## config.mk

```make
export PLATFORM = sky130hd
export DESIGN_NAME = data_uri_payload_decoder_flat
export DESIGN_NICKNAME = d
export VERILOG_FILES = /design/src/sv/duri_pkg.sv /design/src/sv/duri_text_if.sv /design/src/sv/duri_result_if.sv /design/src/sv/duri_front.sv /design/src/sv/duri_queue.sv /design/src/sv/duri_back.sv /design/src/sv/data_uri_payload_decoder.sv /design/src/flat_wrapper.sv
export SDC_FILE = /design/constraint.sdc
export NUM_CORES = 1
export LEC_CHECK = 0
export ABC_AREA = 1
export BUFFER_PORTS_ARGS = -buffer_cell sky130_fd_sc_hd__buf_4
export CORE_UTILIZATION = 25
export CTS_CLUSTER_DIAMETER = 200
export DETAILED_ROUTE_END_ITERATION = 10
export PLACE_DENSITY = 0.37
export SYNTH_ARGS = -nofsm -noshare
export SYNTH_HDL_FRONTEND = slang
export SYNTH_SLANG_ARGS = --single-unit
```

## constraint.sdc

```tcl
create_clock -name clk -period 2.3 [get_ports clk]
set_input_delay 0.115 -clock clk [delete_from_list [all_inputs] [get_ports clk]]
set_output_delay 0.115 -clock clk [all_outputs]
set_load 0.005 [all_outputs]
```

## src/sv/duri_pkg.sv

```systemverilog
package duri_pkg;

    typedef enum logic [3:0] {
        PH_PREFIX  = 4'b0001,
        PH_META    = 4'b0010,
        PH_PAYLOAD = 4'b0100,
        PH_HALT    = 4'b1000
    } phase_t;

    localparam logic [2:0] ST_OK        = 3'd0;
    localparam logic [2:0] ST_NO_PREFIX = 3'd1;
    localparam logic [2:0] ST_NO_COMMA  = 3'd2;
    localparam logic [2:0] ST_BAD_B64   = 3'd3;
    localparam logic [2:0] ST_BAD_PCT   = 3'd4;

    localparam int unsigned PREFIX_LEN = 5;

    // ";base64" as it sits in the seven-character metadata window.
    localparam logic [55:0] MARKER = 56'h3B626173653634;

    localparam logic [7:0] CH_COMMA = 8'h2C;
    localparam logic [7:0] CH_EQ    = 8'h3D;
    localparam logic [7:0] CH_PCT   = 8'h25;

    // Character class that the front end attaches to each transfer.
    typedef struct packed {
        logic [7:0] ch;
        logic       last;
        logic       is_ws;
        logic       is_eq;
        logic       is_pct;
        logic       is_comma;
        logic       sx_ok;
        logic [5:0] sx;
        logic       hex_ok;
        logic [3:0] hex;
    } class_t;

    typedef struct packed {
        logic full;
        logic empty;
    } qstat_t;

    function automatic logic [7:0] prefix_char(input logic [2:0] idx);
        logic [7:0] c;
        case (idx)
            3'd0:    c = 8'h64;   // d
            3'd1:    c = 8'h61;   // a
            3'd2:    c = 8'h74;   // t
            3'd3:    c = 8'h61;   // a
            3'd4:    c = 8'h3A;   // :
            default: c = 8'h00;
        endcase
        return c;
    endfunction

endpackage

```

## src/sv/duri_text_if.sv

```systemverilog
interface duri_text_if;
    logic       valid;
    logic       ready;
    logic [7:0] in_char;
    logic       in_last;

    modport source (output valid, output in_char, output in_last, input ready);
    modport sink   (input valid, input in_char, input in_last, output ready);
endinterface

```

## src/sv/duri_result_if.sv

```systemverilog
interface duri_result_if;
    logic       valid;
    logic       ready;
    logic [7:0] out_byte;
    logic       out_valid;
    logic       out_last;
    logic [2:0] status;

    modport source (output valid, output out_byte, output out_valid, output out_last,
                    output status, input ready);
    modport sink   (input valid, input out_byte, input out_valid, input out_last,
                    input status, output ready);
endinterface

```

## src/sv/duri_front.sv

```systemverilog
module duri_front (
    duri_text_if.sink          text,
    input  duri_pkg::qstat_t   qstat,
    output logic               push,
    output duri_pkg::class_t   cls
);

    logic [7:0] c;

    assign c          = text.in_char;
    assign text.ready = !qstat.full;
    assign push       = text.valid && !qstat.full;

    always_comb
    begin
        cls          = '0;
        cls.ch       = c;
        cls.last     = text.in_last;
        cls.is_ws    = (c == 8'h20) || (c >= 8'h09 && c <= 8'h0D);
        cls.is_eq    = (c == duri_pkg::CH_EQ);
        cls.is_pct   = (c == duri_pkg::CH_PCT);
        cls.is_comma = (c == duri_pkg::CH_COMMA);

        if (c >= 8'h41 && c <= 8'h5A)
        begin
            cls.sx_ok = 1'b1;
            cls.sx    = 6'(c - 8'h41);
        end
        else if (c >= 8'h61 && c <= 8'h7A)
        begin
            cls.sx_ok = 1'b1;
            cls.sx    = 6'(c - 8'h61 + 8'd26);
        end
        else if (c >= 8'h30 && c <= 8'h39)
        begin
            cls.sx_ok = 1'b1;
            cls.sx    = 6'(c - 8'h30 + 8'd52);
        end
        else if (c == 8'h2B)
        begin
            cls.sx_ok = 1'b1;
            cls.sx    = 6'd62;
        end
        else if (c == 8'h2F)
        begin
            cls.sx_ok = 1'b1;
            cls.sx    = 6'd63;
        end

        if (c >= 8'h30 && c <= 8'h39)
        begin
            cls.hex_ok = 1'b1;
            cls.hex    = 4'(c - 8'h30);
        end
        else if (c >= 8'h61 && c <= 8'h66)
        begin
            cls.hex_ok = 1'b1;
            cls.hex    = 4'(c - 8'h61 + 8'd10);
        end
        else if (c >= 8'h41 && c <= 8'h46)
        begin
            cls.hex_ok = 1'b1;
            cls.hex    = 4'(c - 8'h41 + 8'd10);
        end
    end

endmodule

```

## src/sv/duri_queue.sv

```systemverilog
module duri_queue (
    input  logic               clk,
    input  logic               rst_n,
    input  logic               push,
    input  duri_pkg::class_t   wdata,
    input  logic               pop,
    output duri_pkg::class_t   rdata,
    output duri_pkg::qstat_t   qstat
);

    duri_pkg::class_t mem_reg [2];
    logic       wptr_reg, wptr_next;
    logic       rptr_reg, rptr_next;
    logic [1:0] count_reg, count_next;
    logic       do_push;
    logic       do_pop;

    assign qstat.full  = (count_reg == 2'd2);
    assign qstat.empty = (count_reg == 2'd0);
    assign do_push     = push && !qstat.full;
    assign do_pop      = pop && !qstat.empty;
    assign rdata       = mem_reg[rptr_reg];

    always_comb
    begin
        wptr_next  = wptr_reg ^ do_push;
        rptr_next  = rptr_reg ^ do_pop;
        count_next = count_reg;
        if (do_push && !do_pop)
        begin
            count_next = count_reg + 2'd1;
        end
        else if (do_pop && !do_push)
        begin
            count_next = count_reg - 2'd1;
        end
    end

    always_ff @(posedge clk or negedge rst_n)
    begin
        if (!rst_n)
        begin
            wptr_reg  <= 1'b0;
            rptr_reg  <= 1'b0;
            count_reg <= 2'd0;
        end
        else
        begin
            wptr_reg  <= wptr_next;
            rptr_reg  <= rptr_next;
            count_reg <= count_next;
        end
    end

    always_ff @(posedge clk)
    begin
        if (do_push)
        begin
            mem_reg[wptr_reg] <= wdata;
        end
    end

endmodule

```

## src/sv/duri_back.sv

```systemverilog
module duri_back (
    input  logic               clk,
    input  logic               rst_n,
    input  duri_pkg::class_t   head,
    input  duri_pkg::qstat_t   qstat,
    output logic               pop,
    duri_result_if.source      result
);

    duri_pkg::phase_t phase_reg, phase_next;
    logic [2:0]  pidx_reg, pidx_next;
    logic [55:0] win_reg, win_next;
    logic        b64_reg, b64_next;
    logic [11:0] acc_reg, acc_next;
    logic [3:0]  pend_reg, pend_next;
    logic [1:0]  esc_reg, esc_next;
    logic [3:0]  hnib_reg, hnib_next;
    logic [2:0]  err_reg, err_next;

    logic        ovalid_reg, ovalid_next;
    logic [7:0]  obyte_reg, obyte_next;
    logic        obv_reg, obv_next;
    logic        olast_reg, olast_next;
    logic [2:0]  ost_reg, ost_next;

    logic        have;
    logic [7:0]  byte_val;
    logic [2:0]  st;
    logic [55:0] win_shift;
    logic [11:0] acc_new;
    logic [3:0]  pend_sum;
    logic [3:0]  pend_left;

    assign pop       = !qstat.empty && (!ovalid_reg || result.ready);
    assign win_shift = {win_reg[47:0], head.ch};
    assign acc_new   = {acc_reg[5:0], head.sx};
    assign pend_sum  = pend_reg + 4'd6;
    assign pend_left = pend_sum - 4'd8;

    always_comb
    begin
        phase_next = phase_reg;
        pidx_next  = pidx_reg;
        win_next   = win_reg;
        b64_next   = b64_reg;
        acc_next   = acc_reg;
        pend_next  = pend_reg;
        esc_next   = esc_reg;
        hnib_next  = hnib_reg;
        err_next   = err_reg;
        have       = 1'b0;
        byte_val   = 8'h00;
        st         = duri_pkg::ST_OK;

        if (pop)
        begin
            case (phase_reg)
                duri_pkg::PH_PREFIX:
                begin
                    if (32'(pidx_reg) < duri_pkg::PREFIX_LEN
                        && head.ch == duri_pkg::prefix_char(pidx_reg))
                    begin
                        pidx_next = pidx_reg + 3'd1;
                        if (32'(pidx_reg) == duri_pkg::PREFIX_LEN - 1)
                        begin
                            phase_next = duri_pkg::PH_META;
                            win_next   = '0;
                        end
                    end
                    else
                    begin
                        err_next   = duri_pkg::ST_NO_PREFIX;
                        phase_next = duri_pkg::PH_HALT;
                    end
                end
                duri_pkg::PH_META:
                begin
                    if (head.is_comma)
                    begin
                        phase_next = duri_pkg::PH_PAYLOAD;
                    end
                    else
                    begin
                        win_next = win_shift;
                        if (win_shift == duri_pkg::MARKER)
                        begin
                            b64_next = 1'b1;
                        end
                    end
                end
                duri_pkg::PH_PAYLOAD:
                begin
                    if (b64_reg)
                    begin
                        if (head.is_ws)
                        begin
                            acc_next = acc_reg;
                        end
                        else if (head.is_eq)
                        begin
                            phase_next = duri_pkg::PH_HALT;
                        end
                        else if (!head.sx_ok)
                        begin
                            err_next   = duri_pkg::ST_BAD_B64;
                            phase_next = duri_pkg::PH_HALT;
                        end
                        else if (pend_sum >= 4'd8)
                        begin
                            // A full byte is ready; keep only the bits left below it.
                            have      = 1'b1;
                            pend_next = pend_left;
                            case (pend_left[2:1])
                                2'd0:
                                begin
                                    byte_val = acc_new[7:0];
                                    acc_next = 12'd0;
                                end
                                2'd1:
                                begin
                                    byte_val = acc_new[9:2];
                                    acc_next = {10'd0, acc_new[1:0]};
                                end
                                default:
                                begin
                                    byte_val = acc_new[11:4];
                                    acc_next = {8'd0, acc_new[3:0]};
                                end
                            endcase
                        end
                        else
                        begin
                            acc_next  = acc_new;
                            pend_next = pend_sum;
                        end
                    end
                    else
                    begin
                        if (esc_reg == 2'd0)
                        begin
                            if (head.is_pct)
                            begin
                                esc_next = 2'd1;
                            end
                            else
                            begin
                                have     = 1'b1;
                                byte_val = head.ch;
                            end
                        end
                        else if (!head.hex_ok)
                        begin
                            err_next   = duri_pkg::ST_BAD_PCT;
                            phase_next = duri_pkg::PH_HALT;
                        end
                        else if (esc_reg == 2'd1)
                        begin
                            hnib_next = head.hex;
                            esc_next  = 2'd2;
                        end
                        else
                        begin
                            have     = 1'b1;
                            byte_val = {hnib_reg, head.hex};
                            esc_next = 2'd0;
                        end
                    end
                end
                duri_pkg::PH_HALT:
                begin
                    phase_next = phase_reg;
                end
                default:
                begin
                    phase_next = duri_pkg::PH_HALT;
                end
            endcase

            if (head.last)
            begin
                if (phase_next == duri_pkg::PH_PREFIX)
                begin
                    st = duri_pkg::ST_NO_PREFIX;
                end
                else if (phase_next == duri_pkg::PH_META)
                begin
                    st = duri_pkg::ST_NO_COMMA;
                end
                else if (phase_next == duri_pkg::PH_PAYLOAD && !b64_next && esc_next != 2'd0)
                begin
                    st = duri_pkg::ST_BAD_PCT;
                end
                else
                begin
                    st = err_next;
                end

                if (st != duri_pkg::ST_OK)
                begin
                    have     = 1'b0;
                    byte_val = 8'h00;
                end

                // The next URI starts from a clean state.
                phase_next = duri_pkg::PH_PREFIX;
                pidx_next  = 3'd0;
                win_next   = '0;
                b64_next   = 1'b0;
                acc_next   = 12'd0;
                pend_next  = 4'd0;
                esc_next   = 2'd0;
                hnib_next  = 4'd0;
                err_next   = duri_pkg::ST_OK;
            end
        end
    end

    always_comb
    begin
        ovalid_next = ovalid_reg;
        obyte_next  = obyte_reg;
        obv_next    = obv_reg;
        olast_next  = olast_reg;
        ost_next    = ost_reg;
        if (pop && (have || head.last))
        begin
            ovalid_next = 1'b1;
            obyte_next  = byte_val;
            obv_next    = have;
            olast_next  = head.last;
            ost_next    = st;
        end
        else if (result.ready)
        begin
            ovalid_next = 1'b0;
        end
    end

    always_ff @(posedge clk or negedge rst_n)
    begin
        if (!rst_n)
        begin
            phase_reg  <= duri_pkg::PH_PREFIX;
            pidx_reg   <= 3'd0;
            win_reg    <= '0;
            b64_reg    <= 1'b0;
            acc_reg    <= 12'd0;
            pend_reg   <= 4'd0;
            esc_reg    <= 2'd0;
            hnib_reg   <= 4'd0;
            err_reg    <= duri_pkg::ST_OK;
            ovalid_reg <= 1'b0;
        end
        else
        begin
            phase_reg  <= phase_next;
            pidx_reg   <= pidx_next;
            win_reg    <= win_next;
            b64_reg    <= b64_next;
            acc_reg    <= acc_next;
            pend_reg   <= pend_next;
            esc_reg    <= esc_next;
            hnib_reg   <= hnib_next;
            err_reg    <= err_next;
            ovalid_reg <= ovalid_next;
        end
    end

    always_ff @(posedge clk)
    begin
        obyte_reg <= obyte_next;
        obv_reg   <= obv_next;
        olast_reg <= olast_next;
        ost_reg   <= ost_next;
    end

    assign result.valid     = ovalid_reg;
    assign result.out_byte  = obyte_reg;
    assign result.out_valid = obv_reg;
    assign result.out_last  = olast_reg;
    assign result.status    = ost_reg;

endmodule

```

## src/sv/data_uri_payload_decoder.sv

```systemverilog
// Channel   Role    Payload                                   Transfer when
// text      sink    in_char[7:0], in_last                     valid && ready
// result    source  out_byte[7:0], out_valid, out_last,       valid && ready
//                   status[2:0]
//
// One character per cycle is taken while the queue has room; a character
// is written into the queue and then into the result register.
// The back end decodes one queued character per cycle, limited only by the
// single result register, so a stalled consumer fills the two-entry queue
// and then drops text.ready. Reset is asynchronous and active low and
// returns the decoder to prefix matching with both sides empty.
module data_uri_payload_decoder (
    input  logic          clk,
    input  logic          rst_n,
    duri_text_if.sink     text,
    duri_result_if.source result
);

    duri_pkg::class_t cls;
    duri_pkg::class_t head;
    duri_pkg::qstat_t qstat;
    logic             push;
    logic             pop;

    duri_front u_front (
        .text  (text),
        .qstat (qstat),
        .push  (push),
        .cls   (cls)
    );

    duri_queue u_queue (
        .clk   (clk),
        .rst_n (rst_n),
        .push  (push),
        .wdata (cls),
        .pop   (pop),
        .rdata (head),
        .qstat (qstat)
    );

    duri_back u_back (
        .clk    (clk),
        .rst_n  (rst_n),
        .head   (head),
        .qstat  (qstat),
        .pop    (pop),
        .result (result)
    );

`ifndef ASSERT_OFF
    a_err_drops_byte: assert property (@(posedge clk) disable iff (!rst_n)
        result.valid && result.status != duri_pkg::ST_OK |-> !result.out_valid)
        else $error("error status carries a byte");

    a_status_only_last: assert property (@(posedge clk) disable iff (!rst_n)
        result.valid && !result.out_last |-> result.status == duri_pkg::ST_OK)
        else $error("status set on a non-final result");

    a_queue_sane: assert property (@(posedge clk) disable iff (!rst_n)
        !(qstat.full && qstat.empty) && !(pop && qstat.empty))
        else $error("queue state inconsistent");

    a_no_push_full: assert property (@(posedge clk) disable iff (!rst_n)
        qstat.full |-> !text.ready)
        else $error("input taken with the queue full");
`endif

endmodule

```

## src/flat_wrapper.sv

```systemverilog
// flat-port wrapper written by rule: the top's interface ports become plain ports
module data_uri_payload_decoder_flat 
  (clk, rst_n, text_valid, text_in_char, text_in_last, text_ready, result_valid, result_out_byte, result_out_valid, result_out_last, result_status, result_ready);
  duri_text_if text_i ();
  duri_result_if result_i ();
  input  logic clk;
  input  logic rst_n;
  input wire logic [$bits(text_i.valid)-1:0] text_valid;
  input wire logic [$bits(text_i.in_char)-1:0] text_in_char;
  input wire logic [$bits(text_i.in_last)-1:0] text_in_last;
  output wire logic [$bits(text_i.ready)-1:0] text_ready;
  output wire logic [$bits(result_i.valid)-1:0] result_valid;
  output wire logic [$bits(result_i.out_byte)-1:0] result_out_byte;
  output wire logic [$bits(result_i.out_valid)-1:0] result_out_valid;
  output wire logic [$bits(result_i.out_last)-1:0] result_out_last;
  output wire logic [$bits(result_i.status)-1:0] result_status;
  input wire logic [$bits(result_i.ready)-1:0] result_ready;
  assign text_i.valid = text_valid;
  assign text_i.in_char = text_in_char;
  assign text_i.in_last = text_in_last;
  assign text_ready = text_i.ready;
  assign result_valid = result_i.valid;
  assign result_out_byte = result_i.out_byte;
  assign result_out_valid = result_i.out_valid;
  assign result_out_last = result_i.out_last;
  assign result_status = result_i.status;
  assign result_i.ready = result_ready;
  data_uri_payload_decoder u_core (.clk(clk), .rst_n(rst_n), .text(text_i), .result(result_i));
endmodule
```

==> impl_metrics.py <==
metrics = {
    "layout": {
        "area_growth_pct": 34.4,
        "antenna_cells": 0,
        "largest_reg_flops": 50,
        "layout_commonest_cell": "nand2_1",
        "final_cell_mix": "nand2_1, nand3_1, buf_4, inv_1, dfrtp_1",
        "drive_gt1_share_pct": 25.2,
        "layout.nets": 1038,
        "fill_cells": 3097,
    },
    "floorplanning": {
        "initial_utilization_pct": 25.4,
        "die-area_um2": 30900,
        "core-area_um2": 29700,
        "io-pin-count": 28,
        "rows": 63,
        "die_x_um": 176,
        "die_y_um": 176,
    },
    "worst_setup_path": {
        "rr_worst_depth": 16,
        "crit_required_ns": 2.48,
        "cp_max_fo": 6,
        "critPathArrivalTime_ns": 2.49,
        "reg2reg_from": "u_core.u_queue.rptr_reg",
        "critPathKind": "register to register",
        "r2r_slack_ns": -0.003,
        "critPathCaptureType": "register",
        "cp-start-kind": "register",
        "timing.rr.end": "u_core.u_back.result.out_byte[7]",
    },
    "pwr": {
        "combPwrFrac_pct": 42.1,
        "switchingPower_mw": 4.05,
        "p_leak_nw": 4.46,
        "total_power_mw": 11.4,
        "seq_power_share_pct": 29.1,
        "intPower_mw": 7.32,
        "ir_worst_vdd_v": 0.000510,
        "p_sw_share_pct": 35.6,
        "clock_power_share_pct": 28.8,
        "power.density_nw_per_um2": 1120,
    },
    "outcome": {
        "violations": "setup timing",
        "status": "complete, but fails checks",
    },
    "sta": {
        "tightest_slew_ns": 0.574,
        "setup_viol": 1,
        "period_needed_ns": 2.30,
        "hold_viol_final": 0,
        "rsz0062_at_grt": "true",
        "tns_ns": -0.00257,
        "finalCritPeriodShare_pct": 100,
        "finClkSkew_ns": 0.00804,
        "whs_ns": 0.0335,
        "drv_slew": 0,
        "fmax_mhz": 434,
        "setup_slack_ns": -0.00257,
        "relSlewSlack_pct": 61.8,
    },
    "clock_network": {
        "clockRootBuffer": "clkbuf_16",
        "clk_pin_slew_ns": 0.06,
        "tritoncts": "yes",
        "htree_levels": 4,
        "clock_path_buffers": 2,
        "cts_buffers": 17,
        "clkLatencyLatePin_ns": 0.43,
        "cts_sinks": 142,
    },
    "yosys": {
        "synthMuxAreaShare_pct": 0.795,
        "synth_ff_type": "dfrtp_1",
        "yosysTopAreaCellShare_pct": 25.8,
        "syn_area_per_cell_um2": 8.59,
        "synth-async-reset-ratio_pct": 55.6,
        "synth-compound-area-share_pct": 10.6,
        "yosysSeqAreaShare_pct": 51.2,
        "ys_seq_elements": 142,
        "ys_top_cells_by_area": "dfrtp_1, edfxtp_1, nand2_1, nand3_1, inv_1",
        "syn_inst": 880,
        "synth-simple-area-share_pct": 24.8,
        "synth_area_um2": 7560,
        "synth-adder-area-share_pct": 3.81,
        "ys_warn_count": 0,
        "synthXorXnorAreaFrac_pct": 1.27,
        "yosysTopAreaCell": "dfrtp_1",
        "synth-edff-count": 63,
        "syn_nets": 916,
        "yosysUniqueCellTypes": 51,
        "synth_top_family_by_area": "simple AND/OR/NAND/NOR gates",
    },
    "worst_hold_path": {
        "min_from": "text_in_char[1]",
        "hold_class": "input pin to register",
        "hold_depth": 2,
        "hold_path_end": "u_core.u_queue.mem_reg[0][18]",
    },
    "route": {
        "via_per_inst": 4.50,
        "first_pass_iters": 4,
        "wl_per_cell_um": 15.6,
        "drc": 0,
        "drt-total-wl_um": 21900,
        "ant_nets": 0,
        "drt_iter0_drc": 310,
        "num_vias": 6323,
    },
    "global_routing": {
        "antenna_found_initial": 0,
        "grt.total_usage_pct": 14.5,
        "grt_max_degree": 49,
        "grt_pass1_vias": 6199,
        "overflow": 0,
        "grt_pass1_wl_um": 34700,
    },
    "flow_run": {
        "max-cap-violations": 0,
    },
    "placement": {
        "hpwlAfterDp_um": 15500,
        "port_buffers": 27,
        "gp_congestion": 0.872,
    },
}
## Yosys cell counts, types with 4 or more instances
library cell    n
nand3_1       119
o211ai_1        4
mux2i_1         6
ha_1           23
inv_2           9
nand2_1       191
o221ai_1        4
nand2_2         4
inv_1          94
o21ai_1        19
o21ai_0        43
xor2_1          8
dfrtp_1        78
buf_2           4
nor2_2          6
edfxtp_1       63
nor3_1          6
a22oi_1         4
o22ai_1         9
buf_6           7
clkbuf_1       12
nand4_1        10
a21oi_1        35
nor2_1         81
## layer usage
layer / wire, um / GRT usage (%)
met2: 10100 / 22.6
met3: 552 / 2.58
met1: 10800 / 20.2
met5: 0 / 0
met4: 378 / 4.89
## cell type report
type / count / area [um^2] / area share (%)
timing repair inverter: 1 / 5.00 / 0.0493
tap: 390 / 488 / 4.80
sequential: 142 / 3870 / 38.1
inverter: 105 / 399 / 3.93
clock inverter: 13 / 260 / 2.56
clock buffer: 18 / 429 / 4.22
timing repair buffer: 130 / 1260 / 12.4
multi-input combinational: 605 / 3450 / 34.0
## repair_timing
action,in CTS,in global routing
endpoints found under the hold margin,55,0
gates resized for setup,15,88
gates cloned,0,7
hold buffers,9,0
buffers inserted,1,11
endpoints found under the setup margin,48,67
pin swaps,6,26
## worst max path at each step
stage                              startpoint                          endpoint  slack (ns)  cells past startpoint
floorplan                     text_in_char[2]      u_core.u_queue.mem_reg[0][6]        0.14                     11
global placement      u_core.u_queue.rptr_reg  u_core.u_back.result.out_byte[4]       -0.07                     15
detailed placement  u_core.u_back.pidx_reg[0]  u_core.u_back.result.out_byte[4]       -0.07                     17
CTS                   u_core.u_queue.rptr_reg  u_core.u_back.result.out_byte[4]        0.01                     17
global route          u_core.u_queue.rptr_reg  u_core.u_back.result.out_byte[7]       -0.12                     16
finish                u_core.u_queue.rptr_reg  u_core.u_back.result.out_byte[7]      -0.003                     16
## worst max-delay path, cell delays in order (launching register included)
cell	delay, ns
dfrtp_2	0.49
buf_6	0.17
buf_6	0.12
nand2_4	0.06
nand2_4	0.06
nor2_4	0.09
nand2_1	0.06
nor2_2	0.14
nand3_2	0.10
nand4_1	0.17
nand2_1	0.08
nor2_1	0.13
nor2_2	0.07
nand2_2	0.10
nand2_4	0.07
nand2_4	0.10
nor2_2	0.05
## logic make-up after synthesis
group / Yosys count
buf+inv: 133
fa+ha+maj: 23
flops: 142
mux: 6
simple gates: 429
xor+xnor: 11
compound gates: 136
## power by group through the flow
stage	Clock (mW)	Combinational, mW	Sequential, mW
after detailed placement	0	3.88	3.33
after CTS	3.35	3.97	3.29
after global placement	0	3.91	3.33
final	3.28	4.78	3.30
after floorplan	0	2.14	3.32
after global routing	3.46	5.21	3.35
## stage by stage
stage	cells	setup WS, ns	instance area (um^2)	util (%)
2_1_floorplan	880	0.135	7560	-
3_3_place_gp	1345	-0.0665	8780	29.6
4_1_cts	1386	0.0106	9620	32.4
5_1_grt	1404	-0.124	10200	34.2
6_report	1404	-0.00257	10200	34.2
3_5_place_dp	1345	-0.0729	8780	29.6
No activity file was read; power rests on OpenSTA's default activity.
